$ cat src/mct_pkg.sv
// Shared constants, item codes and the per-timer request struct for the compare timer bank.
`default_nettype none
package mct_pkg;

  // Bank size and counter width
  localparam int unsigned NUM_TIMERS  = 6;
  localparam int unsigned COUNT_WIDTH = 32;
  localparam int unsigned DATA_WIDTH  = 32;
  localparam int unsigned ADDR_WIDTH  = 8;
  localparam int unsigned DIV_WIDTH   = 4;
  localparam int unsigned BLK_WIDTH   = 4;

  // Item kinds
  localparam logic [1:0] KIND_READ  = 2'd0;
  localparam logic [1:0] KIND_WRITE = 2'd1;
  localparam logic [1:0] KIND_TICK  = 2'd2;

  // Word offsets inside a register block (addr[3:2])
  localparam logic [1:0] OFF_CTRL  = 2'd0;
  localparam logic [1:0] OFF_CLK   = 2'd1;
  localparam logic [1:0] OFF_COUNT = 2'd2;
  localparam logic [1:0] OFF_CMP   = 2'd3;

  // Global block offsets
  localparam logic [1:0] OFF_IRQ_EN  = 2'd0;
  localparam logic [1:0] OFF_PENDING = 2'd2;

  // Operating modes
  localparam logic [1:0] MODE_ONESHOT = 2'd0;
  localparam logic [1:0] MODE_REPEAT  = 2'd1;

  // Per-timer request from the bus decoder
  typedef struct packed {
    logic                  wr_ctrl;
    logic                  wr_clk;
    logic                  wr_cmp;
    logic                  tick;
    logic                  fast;
    logic                  slow;
    logic [1:0]            rd_off;
    logic [DATA_WIDTH-1:0] data;
  } timer_cmd_t;

endpackage
`default_nettype wire

$ cat src/multi_channel_compare_timer.sv
// Top level of the compare timer bank: request register, decode, globals, result register.
//
// Usage: each request on the input channel is a bus read, a bus write or a
// clock tick (fast/slow source strobes). Every request yields exactly one
// result: read data (zero unless a read), the interrupt line and the
// pending flags as they stand after the request.
// Both channels use valid/ready. A request is taken into an input register,
// executed against the timer state once the output register is free, and its
// result lands in an output register. Throughput is one request per cycle
// while the receiver does not stall; the limit is the single update of the
// timer state per request. When the receiver stalls, the result is held, the
// request in the input register waits and in_ready_o drops once both are
// occupied; nothing is lost.
// Reset clears every timer (disabled, oneshot, fast source, divide by one,
// count and compare zero), the interrupt enables and the pending flags, and
// empties both registers.
`default_nettype none
module multi_channel_compare_timer (
  input  wire logic                              clk_i,
  input  wire logic                              rst_ni,
  input  wire logic                              in_valid_i,
  output logic                                   in_ready_o,
  input  wire logic [1:0]                        mode_i,
  input  wire logic [mct_pkg::ADDR_WIDTH-1:0]    addr_i,
  input  wire logic [mct_pkg::DATA_WIDTH-1:0]    write_data_i,
  input  wire logic                              fast_tick_i,
  input  wire logic                              slow_tick_i,
  output logic                                   out_valid_o,
  input  wire logic                              out_ready_i,
  output logic [mct_pkg::DATA_WIDTH-1:0]         read_data_o,
  output logic                                   irq_line_o,
  output logic [mct_pkg::NUM_TIMERS-1:0]         pending_mask_o
);
  import mct_pkg::*;

  // Input register
  logic                  in_valid_q;
  logic [1:0]            kind_q;
  logic [ADDR_WIDTH-1:0] addr_q;
  logic [DATA_WIDTH-1:0] wdata_q;
  logic                  fast_q, slow_q;

  // Global registers
  logic [NUM_TIMERS-1:0] ien_q, ien_d;
  logic [NUM_TIMERS-1:0] pend_q, pend_d;

  // Decode
  logic                  exec;
  logic                  aligned;
  logic [BLK_WIDTH-1:0]  blk;
  logic [1:0]            off;
  logic                  is_read, is_write, is_tick;
  logic                  glb_sel;
  logic [NUM_TIMERS-1:0] tmr_sel;
  logic [NUM_TIMERS-1:0] hits;
  logic [DATA_WIDTH-1:0] tmr_rdata [NUM_TIMERS];
  logic [DATA_WIDTH-1:0] rdata;
  timer_cmd_t            cmd [NUM_TIMERS];

  assign exec       = in_valid_q && (!out_valid_o || out_ready_i);
  assign in_ready_o = !in_valid_q || exec;

  assign aligned  = (addr_q[1:0] == 2'b00);
  assign blk      = addr_q[7:4];
  assign off      = addr_q[3:2];
  assign is_read  = (kind_q == KIND_READ);
  assign is_write = (kind_q == KIND_WRITE);
  assign is_tick  = (kind_q == KIND_TICK);
  assign glb_sel  = aligned && (blk == '0);

  // Build per-timer requests
  for (genvar n = 0; n < NUM_TIMERS; n++) begin : g_timer
    localparam logic [BLK_WIDTH-1:0] Blk = BLK_WIDTH'(n + 1);

    assign tmr_sel[n]     = aligned && (blk == Blk);
    assign cmd[n].wr_ctrl = is_write && tmr_sel[n] && (off == OFF_CTRL);
    assign cmd[n].wr_clk  = is_write && tmr_sel[n] && (off == OFF_CLK);
    assign cmd[n].wr_cmp  = is_write && tmr_sel[n] && (off == OFF_CMP);
    assign cmd[n].tick    = is_tick;
    assign cmd[n].fast    = fast_q;
    assign cmd[n].slow    = slow_q;
    assign cmd[n].rd_off  = off;
    assign cmd[n].data    = wdata_q;

    mct_timer u_timer (
      .clk_i   (clk_i),
      .rst_ni  (rst_ni),
      .step_i  (exec),
      .cmd_i   (cmd[n]),
      .hit_o   (hits[n]),
      .rdata_o (tmr_rdata[n])
    );
  end

  // Global register updates
  always_comb begin
    ien_d  = ien_q;
    pend_d = pend_q | hits;
    if (is_write && glb_sel) begin
      if (off == OFF_IRQ_EN) begin
        ien_d = wdata_q[NUM_TIMERS-1:0];
      end else if (off == OFF_PENDING) begin
        pend_d = pend_q & ~wdata_q[NUM_TIMERS-1:0];
      end
    end
  end

  // Read mux
  always_comb begin
    rdata = '0;
    if (is_read) begin
      if (glb_sel) begin
        if (off == OFF_IRQ_EN) begin
          rdata = DATA_WIDTH'(ien_q);
        end else if (off == OFF_PENDING) begin
          rdata = DATA_WIDTH'(pend_q);
        end
      end
      for (int n = 0; n < NUM_TIMERS; n++) begin
        if (tmr_sel[n]) begin
          rdata = rdata | tmr_rdata[n];
        end
      end
    end
  end

  // Control: input and output valid flags, globals
  always_ff @(posedge clk_i or negedge rst_ni) begin
    if (!rst_ni) begin
      in_valid_q  <= 1'b0;
      out_valid_o <= 1'b0;
      ien_q       <= '0;
      pend_q      <= '0;
    end else begin
      if (in_ready_o) begin
        in_valid_q <= in_valid_i;
      end
      if (exec) begin
        out_valid_o <= 1'b1;
        ien_q       <= ien_d;
        pend_q      <= pend_d;
      end else if (out_ready_i) begin
        out_valid_o <= 1'b0;
      end
    end
  end

  // Capture request payload
  always_ff @(posedge clk_i) begin
    if (in_ready_o && in_valid_i) begin
      kind_q  <= mode_i;
      addr_q  <= addr_i;
      wdata_q <= write_data_i;
      fast_q  <= fast_tick_i;
      slow_q  <= slow_tick_i;
    end
  end

  // Capture result payload
  always_ff @(posedge clk_i) begin
    if (exec) begin
      read_data_o    <= rdata;
      irq_line_o     <= |(pend_d & ien_d);
      pending_mask_o <= pend_d;
    end
  end

  // Result flags agree with the live global state while shown
  a_pending_match: assert property (@(posedge clk_i) disable iff (!rst_ni)
    out_valid_o |-> (pending_mask_o == pend_q))
    else $error("pending_mask_o differs from pending state");

  a_irq_match: assert property (@(posedge clk_i) disable iff (!rst_ni)
    out_valid_o |-> (irq_line_o == |(pend_q & ien_q)))
    else $error("irq_line_o differs from pending and enable state");

  // Non-read requests return zero data
  a_rdata_zero: assert property (@(posedge clk_i) disable iff (!rst_ni)
    (exec && !is_read) |=> (read_data_o == '0))
    else $error("read_data_o nonzero for a non-read request");

  // A request waiting for the output register is kept
  a_hold_req: assert property (@(posedge clk_i) disable iff (!rst_ni)
    (in_valid_q && !exec) |=> in_valid_q)
    else $error("waiting request dropped");

endmodule
`default_nettype wire

$ cat src/mct_timer.sv
// One compare timer: prescaler, counter, compare and its control registers.
`default_nettype none
module mct_timer (
  input  wire logic                          clk_i,
  input  wire logic                          rst_ni,
  input  wire logic                          step_i,
  input  wire mct_pkg::timer_cmd_t           cmd_i,
  output logic                               hit_o,
  output logic [mct_pkg::DATA_WIDTH-1:0]     rdata_o
);
  import mct_pkg::*;

  logic [COUNT_WIDTH-1:0] count_q, count_d, count_inc;
  logic [COUNT_WIDTH-1:0] cmp_q, cmp_d;
  logic [DIV_WIDTH-1:0]   presc_q, presc_d;
  logic [DIV_WIDTH-1:0]   div_q, div_d;
  logic [1:0]             mode_q, mode_d;
  logic                   run_q, run_d;
  logic                   src_q, src_d;
  logic                   src_edge;

  assign src_edge  = src_q ? cmd_i.slow : cmd_i.fast;
  assign count_inc = count_q + COUNT_WIDTH'(1);

  // Next state for one request
  always_comb begin
    count_d = count_q;
    cmp_d   = cmp_q;
    presc_d = presc_q;
    div_d   = div_q;
    mode_d  = mode_q;
    run_d   = run_q;
    src_d   = src_q;
    hit_o   = 1'b0;
    if (cmd_i.tick && run_q && src_edge) begin
      if (presc_q >= div_q) begin
        presc_d = '0;
        count_d = count_inc;
        if (count_inc == cmp_q) begin
          hit_o = 1'b1;
          if (mode_q == MODE_REPEAT) begin
            count_d = '0;
          end else if (mode_q == MODE_ONESHOT) begin
            run_d = 1'b0;
          end
        end
      end else begin
        presc_d = presc_q + DIV_WIDTH'(1);
      end
    end
    if (cmd_i.wr_ctrl) begin
      run_d  = cmd_i.data[0];
      mode_d = cmd_i.data[5:4];
      if (cmd_i.data[1]) begin
        count_d = '0;
        presc_d = '0;
      end
    end
    if (cmd_i.wr_clk) begin
      src_d = cmd_i.data[4];
      div_d = cmd_i.data[DIV_WIDTH-1:0];
    end
    if (cmd_i.wr_cmp) begin
      cmp_d = cmd_i.data[COUNT_WIDTH-1:0];
    end
  end

  // Register read view
  always_comb begin
    rdata_o = '0;
    case (cmd_i.rd_off)
      OFF_CTRL: begin
        rdata_o[0]   = run_q;
        rdata_o[5:4] = mode_q;
      end
      OFF_CLK: begin
        rdata_o[4]             = src_q;
        rdata_o[DIV_WIDTH-1:0] = div_q;
      end
      OFF_COUNT: rdata_o = DATA_WIDTH'(count_q);
      OFF_CMP:   rdata_o = DATA_WIDTH'(cmp_q);
      default:   rdata_o = '0;
    endcase
  end

  // Commit state when the item executes
  always_ff @(posedge clk_i or negedge rst_ni) begin
    if (!rst_ni) begin
      count_q <= '0;
      cmp_q   <= '0;
      presc_q <= '0;
      div_q   <= '0;
      mode_q  <= MODE_ONESHOT;
      run_q   <= 1'b0;
      src_q   <= 1'b0;
    end else if (step_i) begin
      count_q <= count_d;
      cmp_q   <= cmp_d;
      presc_q <= presc_d;
      div_q   <= div_d;
      mode_q  <= mode_d;
      run_q   <= run_d;
      src_q   <= src_d;
    end
  end

endmodule
`default_nettype wire

$ cat config.mk
export PLATFORM = sky130hd
export DESIGN_NAME = multi_channel_compare_timer
export DESIGN_NICKNAME = d
export VERILOG_FILES = /design/src/mct_pkg.sv /design/src/multi_channel_compare_timer.sv /design/src/mct_timer.sv
export SDC_FILE = /design/constraint.sdc
export NUM_CORES = 1
export LEC_CHECK = 0
export ABC_CLOCK_PERIOD_IN_PS = 4770
export CAP_MARGIN = 0
export CORE_ASPECT_RATIO = 1.1
export CORE_MARGIN = 10
export CORE_UTILIZATION = 44
export DETAILED_ROUTE_END_ITERATION = 10
export DONT_BUFFER_PORTS = 1
export PLACE_DENSITY_LB_ADDON = 0.2
export SYNTH_ARGS = -nofsm -noshare
export SYNTH_HDL_FRONTEND = slang
export SYNTH_SLANG_ARGS = --single-unit
$ cat constraint.sdc
create_clock -name clk_i -period 4.77 [get_ports clk_i]
set_input_delay 0.477 -clock clk_i [delete_from_list [all_inputs] [get_ports clk_i]]
set_output_delay 0.477 -clock clk_i [all_outputs]
set_load 0.01 [all_outputs]
==> run_summary.xml <==
<?xml version="1.0" encoding="UTF-8"?>
<metrics>
  <group name="cells_and_area">
    <metric name="layout_overhead_on_the_synthesized_area" unit="%">11.3</metric>
    <metric name="post_route_cells_drive_above_1_share" unit="%">14.3</metric>
    <metric name="finalNetCount" unit="">3889</metric>
  </group>
  <group name="sta">
    <metric name="totalNegativeSetupSlack" unit="ps">0</metric>
    <metric name="worst_slew_pin_slew" unit="ps">2270</metric>
    <metric name="final_period_minus_worst_setup_slack" unit="ps">4470</metric>
    <metric name="grt_setup_unrepaired" unit="">no</metric>
    <metric name="slew_headroom" unit="%">-51.3</metric>
    <metric name="final.period_utilization" unit="%">93.7</metric>
    <metric name="finalSetupViolations" unit="">0</metric>
    <metric name="clock_skew" unit="ps">31.8</metric>
    <metric name="final-max-slew-violation-count" unit="">294</metric>
    <metric name="worst_hold_slack" unit="ps">-409</metric>
    <metric name="max_freq" unit="GHz">0.224</metric>
    <metric name="timing.final.ws_setup" unit="ps">298</metric>
    <metric name="hold_violations" unit="">254</metric>
  </group>
  <group name="power_and_ir_drop">
    <metric name="worst_ir_drop_vdd" unit="mV">0.358</metric>
    <metric name="power.leakage" unit="nW">16.3</metric>
    <metric name="powerDensity" unit="nW/um^2">286</metric>
  </group>
  <group name="synthesis">
    <metric name="yosysMostFrequentCell" unit="">sky130_fd_sc_hd__dfrtp_1</metric>
    <metric name="postSynthCellCount" unit="">3862</metric>
    <metric name="ys.warnings.count" unit="">0</metric>
    <metric name="post_synth_most_frequent_cells" unit="">sky130_fd_sc_hd__dfrtp_1, sky130_fd_sc_hd__nand2_1, sky130_fd_sc_hd__o21ai_0</metric>
    <metric name="syn_area_per_cell" unit="um^2">9.23</metric>
    <metric name="synth_top_cell_by_area" unit="">sky130_fd_sc_hd__dfrtp_1</metric>
    <metric name="synth_area_leaders" unit="">sky130_fd_sc_hd__dfrtp_1, sky130_fd_sc_hd__mux2_2, sky130_fd_sc_hd__edfxtp_1</metric>
    <metric name="postSynthRegisterBits" unit="">553</metric>
    <metric name="post-synth-top-area-fraction" unit="%">33.0</metric>
    <metric name="ys_async_sr_fraction" unit="%">85.0</metric>
    <metric name="yosysSeqAreaShare" unit="%">40.0</metric>
    <metric name="postSynth.topFlopCell" unit="">sky130_fd_sc_hd__dfrtp_1</metric>
    <metric name="synth.net_count" unit="">3946</metric>
    <metric name="syn-cell-area" unit="um^2">35600</metric>
    <metric name="synth-edff-count" unit="">83</metric>
    <metric name="ys_types" unit="">90</metric>
  </group>
  <group name="clocking">
    <metric name="cts-buffers-inserted" unit="">67</metric>
    <metric name="worst_skew_pair_latency" unit="ps">640</metric>
    <metric name="post_cts_resize_count" unit="">0</metric>
    <metric name="tritoncts" unit="">yes</metric>
    <metric name="htreeDepth" unit="">3</metric>
    <metric name="cts_hold_repair.buffers" unit="">45</metric>
    <metric name="maximum_number_of_buffers_from_clock_root_to_sink" unit="">3</metric>
    <metric name="cts.sinks" unit="">553</metric>
    <metric name="clock_root_buffer" unit="">sky130_fd_sc_hd__clkbuf_16</metric>
    <metric name="cts.reportedPaths.clkPinSlew" unit="ps">60</metric>
    <metric name="post_cts.repair.setup_buffers" unit="">0</metric>
  </group>
  <group name="global_route">
    <metric name="globalRouteTotalUtil" unit="%">27.7</metric>
    <metric name="globalRouteOverflowTotal" unit="">0</metric>
    <metric name="antenna_found_initial" unit="">12</metric>
    <metric name="grt_pass1_wl" unit="um">198000</metric>
    <metric name="grt_pass1_vias" unit="">29500</metric>
    <metric name="grt_start_max_net_pins" unit="">471</metric>
  </group>
  <group name="placed_design">
    <metric name="gp_routability_congestion" unit="">0.995</metric>
    <metric name="place_ws" unit="ps">432</metric>
    <metric name="place.detailed.hpwl" unit="um">94900</metric>
    <metric name="io_buffer_count" unit="">0</metric>
  </group>
  <group name="floorplan">
    <metric name="initial_utilization" unit="%">44.4</metric>
    <metric name="chipHeight" unit="um">318</metric>
    <metric name="design.die.area" unit="um^2">92800</metric>
    <metric name="floorplan.rows" unit="">109</metric>
    <metric name="core_ar" unit="um^2">80300</metric>
    <metric name="dieWidth" unit="um">291</metric>
    <metric name="ioPinCount" unit="">89</metric>
  </group>
  <group name="status">
    <metric name="violations" unit="">negative hold slack, max-slew violations</metric>
    <metric name="outcome" unit="">complete, but fails checks</metric>
  </group>
  <group name="critical_path">
    <metric name="cp_max_fo" unit="">14</metric>
    <metric name="timing.critical_path.to_type" unit="">flop</metric>
    <metric name="crit_required" unit="ps">5280</metric>
    <metric name="worstPathArrival" unit="ps">4980</metric>
    <metric name="timing.critical_path.from_type" unit="">flop</metric>
    <metric name="criticalPathCategory" unit="">reg -&gt; reg</metric>
  </group>
  <group name="drt">
    <metric name="vias" unit="">31500</metric>
    <metric name="viasPerCell" unit="">6.41</metric>
    <metric name="detail_route.wirelength" unit="um">133000</metric>
    <metric name="dr.pass1.iters" unit="">6</metric>
    <metric name="routed_wire_length_per_instance" unit="um">27.1</metric>
    <metric name="ant_nets" unit="">0</metric>
    <metric name="remaining_drc_errors" unit="">0</metric>
    <metric name="drt_iter0_markers" unit="">3431</metric>
  </group>
  <group name="worst_hold_path">
    <metric name="worst_hold_path_type" unit="">in -&gt; async</metric>
  </group>
  <group name="flow_run">
    <metric name="cap_viol_max_count" unit="">0</metric>
  </group>
</metrics>
## per-layer routing
layer | up-vias | share of wire [%] | track usage, %
met3 | 257 | 8.5 | 5.23
li1 | 14100 | - | -
met4 | 10 | 4.8 | 13.0
met5 | - | 0.044 | 0
met2 | 1375 | 44 | 41.3
met1 | 15700 | 43 | 38.3
## registers in the layout, summed over array words and instances (netlist names), 2 cells and up
| name | count |
|---|---|
| g_timer.u_timer.presc_q | 24 |
| ien_q | 6 |
| g_timer.u_timer.count_q | 192 |
| g_timer.u_timer.div_q | 24 |
| addr_q | 8 |
| g_timer.u_timer.mode_q | 12 |
| wdata_q | 32 |
| pend_q | 6 |
| g_timer.u_timer.run_q | 6 |
| g_timer.u_timer.src_q | 6 |
| read_data_o | 32 |
| kind_q | 2 |
| pending_mask_o | 6 |
| g_timer.u_timer.cmp_q | 192 |
## logic make-up after synthesis
| family | count (synthesis) | share of synthesized area [%] |
|---|---|---|
| AND/OR/NAND/NOR | 1338 | 19.7 |
| flip-flops | 553 | 40.0 |
| XOR/XNOR | 229 | 5.67 |
| multiplexers | 455 | 14.0 |
| adder cells (fa/ha/maj) | 36 | 1.26 |
| buffers and inverters | 395 | 4.29 |
| AO/OA/AOI/OAI | 856 | 15.1 |
## critical path, cell delays in order, from the launching register on
cell	delay, ps
sky130_fd_sc_hd__dfrtp_1	610
sky130_fd_sc_hd__nand4_1	460
sky130_fd_sc_hd__or4_1	790
sky130_fd_sc_hd__nor4_1	590
sky130_fd_sc_hd__o2111ai_1	170
sky130_fd_sc_hd__a211oi_1	390
sky130_fd_sc_hd__and4_1	360
sky130_fd_sc_hd__and2_1	220
sky130_fd_sc_hd__nor3_4	90
sky130_fd_sc_hd__buf_4	240
sky130_fd_sc_hd__o211a_1	140
sky130_fd_sc_hd__a211o_1	260
## area by class of cell
class                   count  area, um^2
diodes                      3        7.51
clock buffers              90        1910
clock inverters            32         452
fillers                  7497       40700
inverters                  95         358
multi-input cells        2914       19900
flip-flops and latches    553       14300
well taps                1054        1320
repair buffers            174        1460
## final timing paths
| path | start | endpoint | slack, ps | depth (start not counted) |
|---|---|---|---|---|
| min in group clk_i | out_ready_i | out_valid_o | 100 | 2 |
| setup / recovery | g_timer[1].u_timer.count_q[4] | g_timer[1].u_timer.count_q[30] | 300 | 11 |
| hold reg to reg | g_timer[1].u_timer.presc_q[3] | g_timer[1].u_timer.presc_q[3] | 490 | 1 |
| max in group asynchronous | rst_ni | g_timer[3].u_timer.count_q[11] | 3420 | 0 |
| setup reg to reg | g_timer[1].u_timer.count_q[4] | g_timer[1].u_timer.count_q[30] | 300 | 11 |
| hold / removal | rst_ni | g_timer[2].u_timer.count_q[27] | -410 | 0 |
## layout by cell type (no fill, tap or decap), types with 94 or more instances in the layout
master and n:
sky130_fd_sc_hd__nand4_1 102, sky130_fd_sc_hd__nor3_1 95, sky130_fd_sc_hd__mux2i_1 198, sky130_fd_sc_hd__a21oi_1 162
sky130_fd_sc_hd__xnor2_1 144, sky130_fd_sc_hd__o21ai_0 272, sky130_fd_sc_hd__inv_1 94, sky130_fd_sc_hd__buf_4 126
sky130_fd_sc_hd__mux2_2 248, sky130_fd_sc_hd__nand3_1 116, sky130_fd_sc_hd__nor2_1 225, sky130_fd_sc_hd__nand2_1 329
sky130_fd_sc_hd__dfrtp_1 470
## report_power, final
| part | total, mW | internal [mW] | switching, mW |
|---|---|---|---|
| registers | 5.10 | 4.90 | 0.201 |
| logic | 0.693 | 0.259 | 0.434 |
| clock network | 5.57 | 3.36 | 2.21 |
## stage by stage
| step | power [mW] | utilization [%] | std cells | area (um^2) | hold WS (ps) |
|---|---|---|---|---|---|
| after floorplan | 5.50 | - | 3862 | 35600 | 181 |
| after global placement | 5.82 | 45.9 | 4745 | 36900 | 221 |
| after detailed placement | 5.82 | 45.9 | 4745 | 36900 | 221 |
| after CTS | 11.4 | 49.4 | 4912 | 39700 | -444 |
| after global routing | 11.7 | 49.4 | 4912 | 39700 | -432 |
| final | 11.4 | 49.4 | 4915 | 39700 | -409 |
Note: power is estimated with default switching activity, not from simulation.
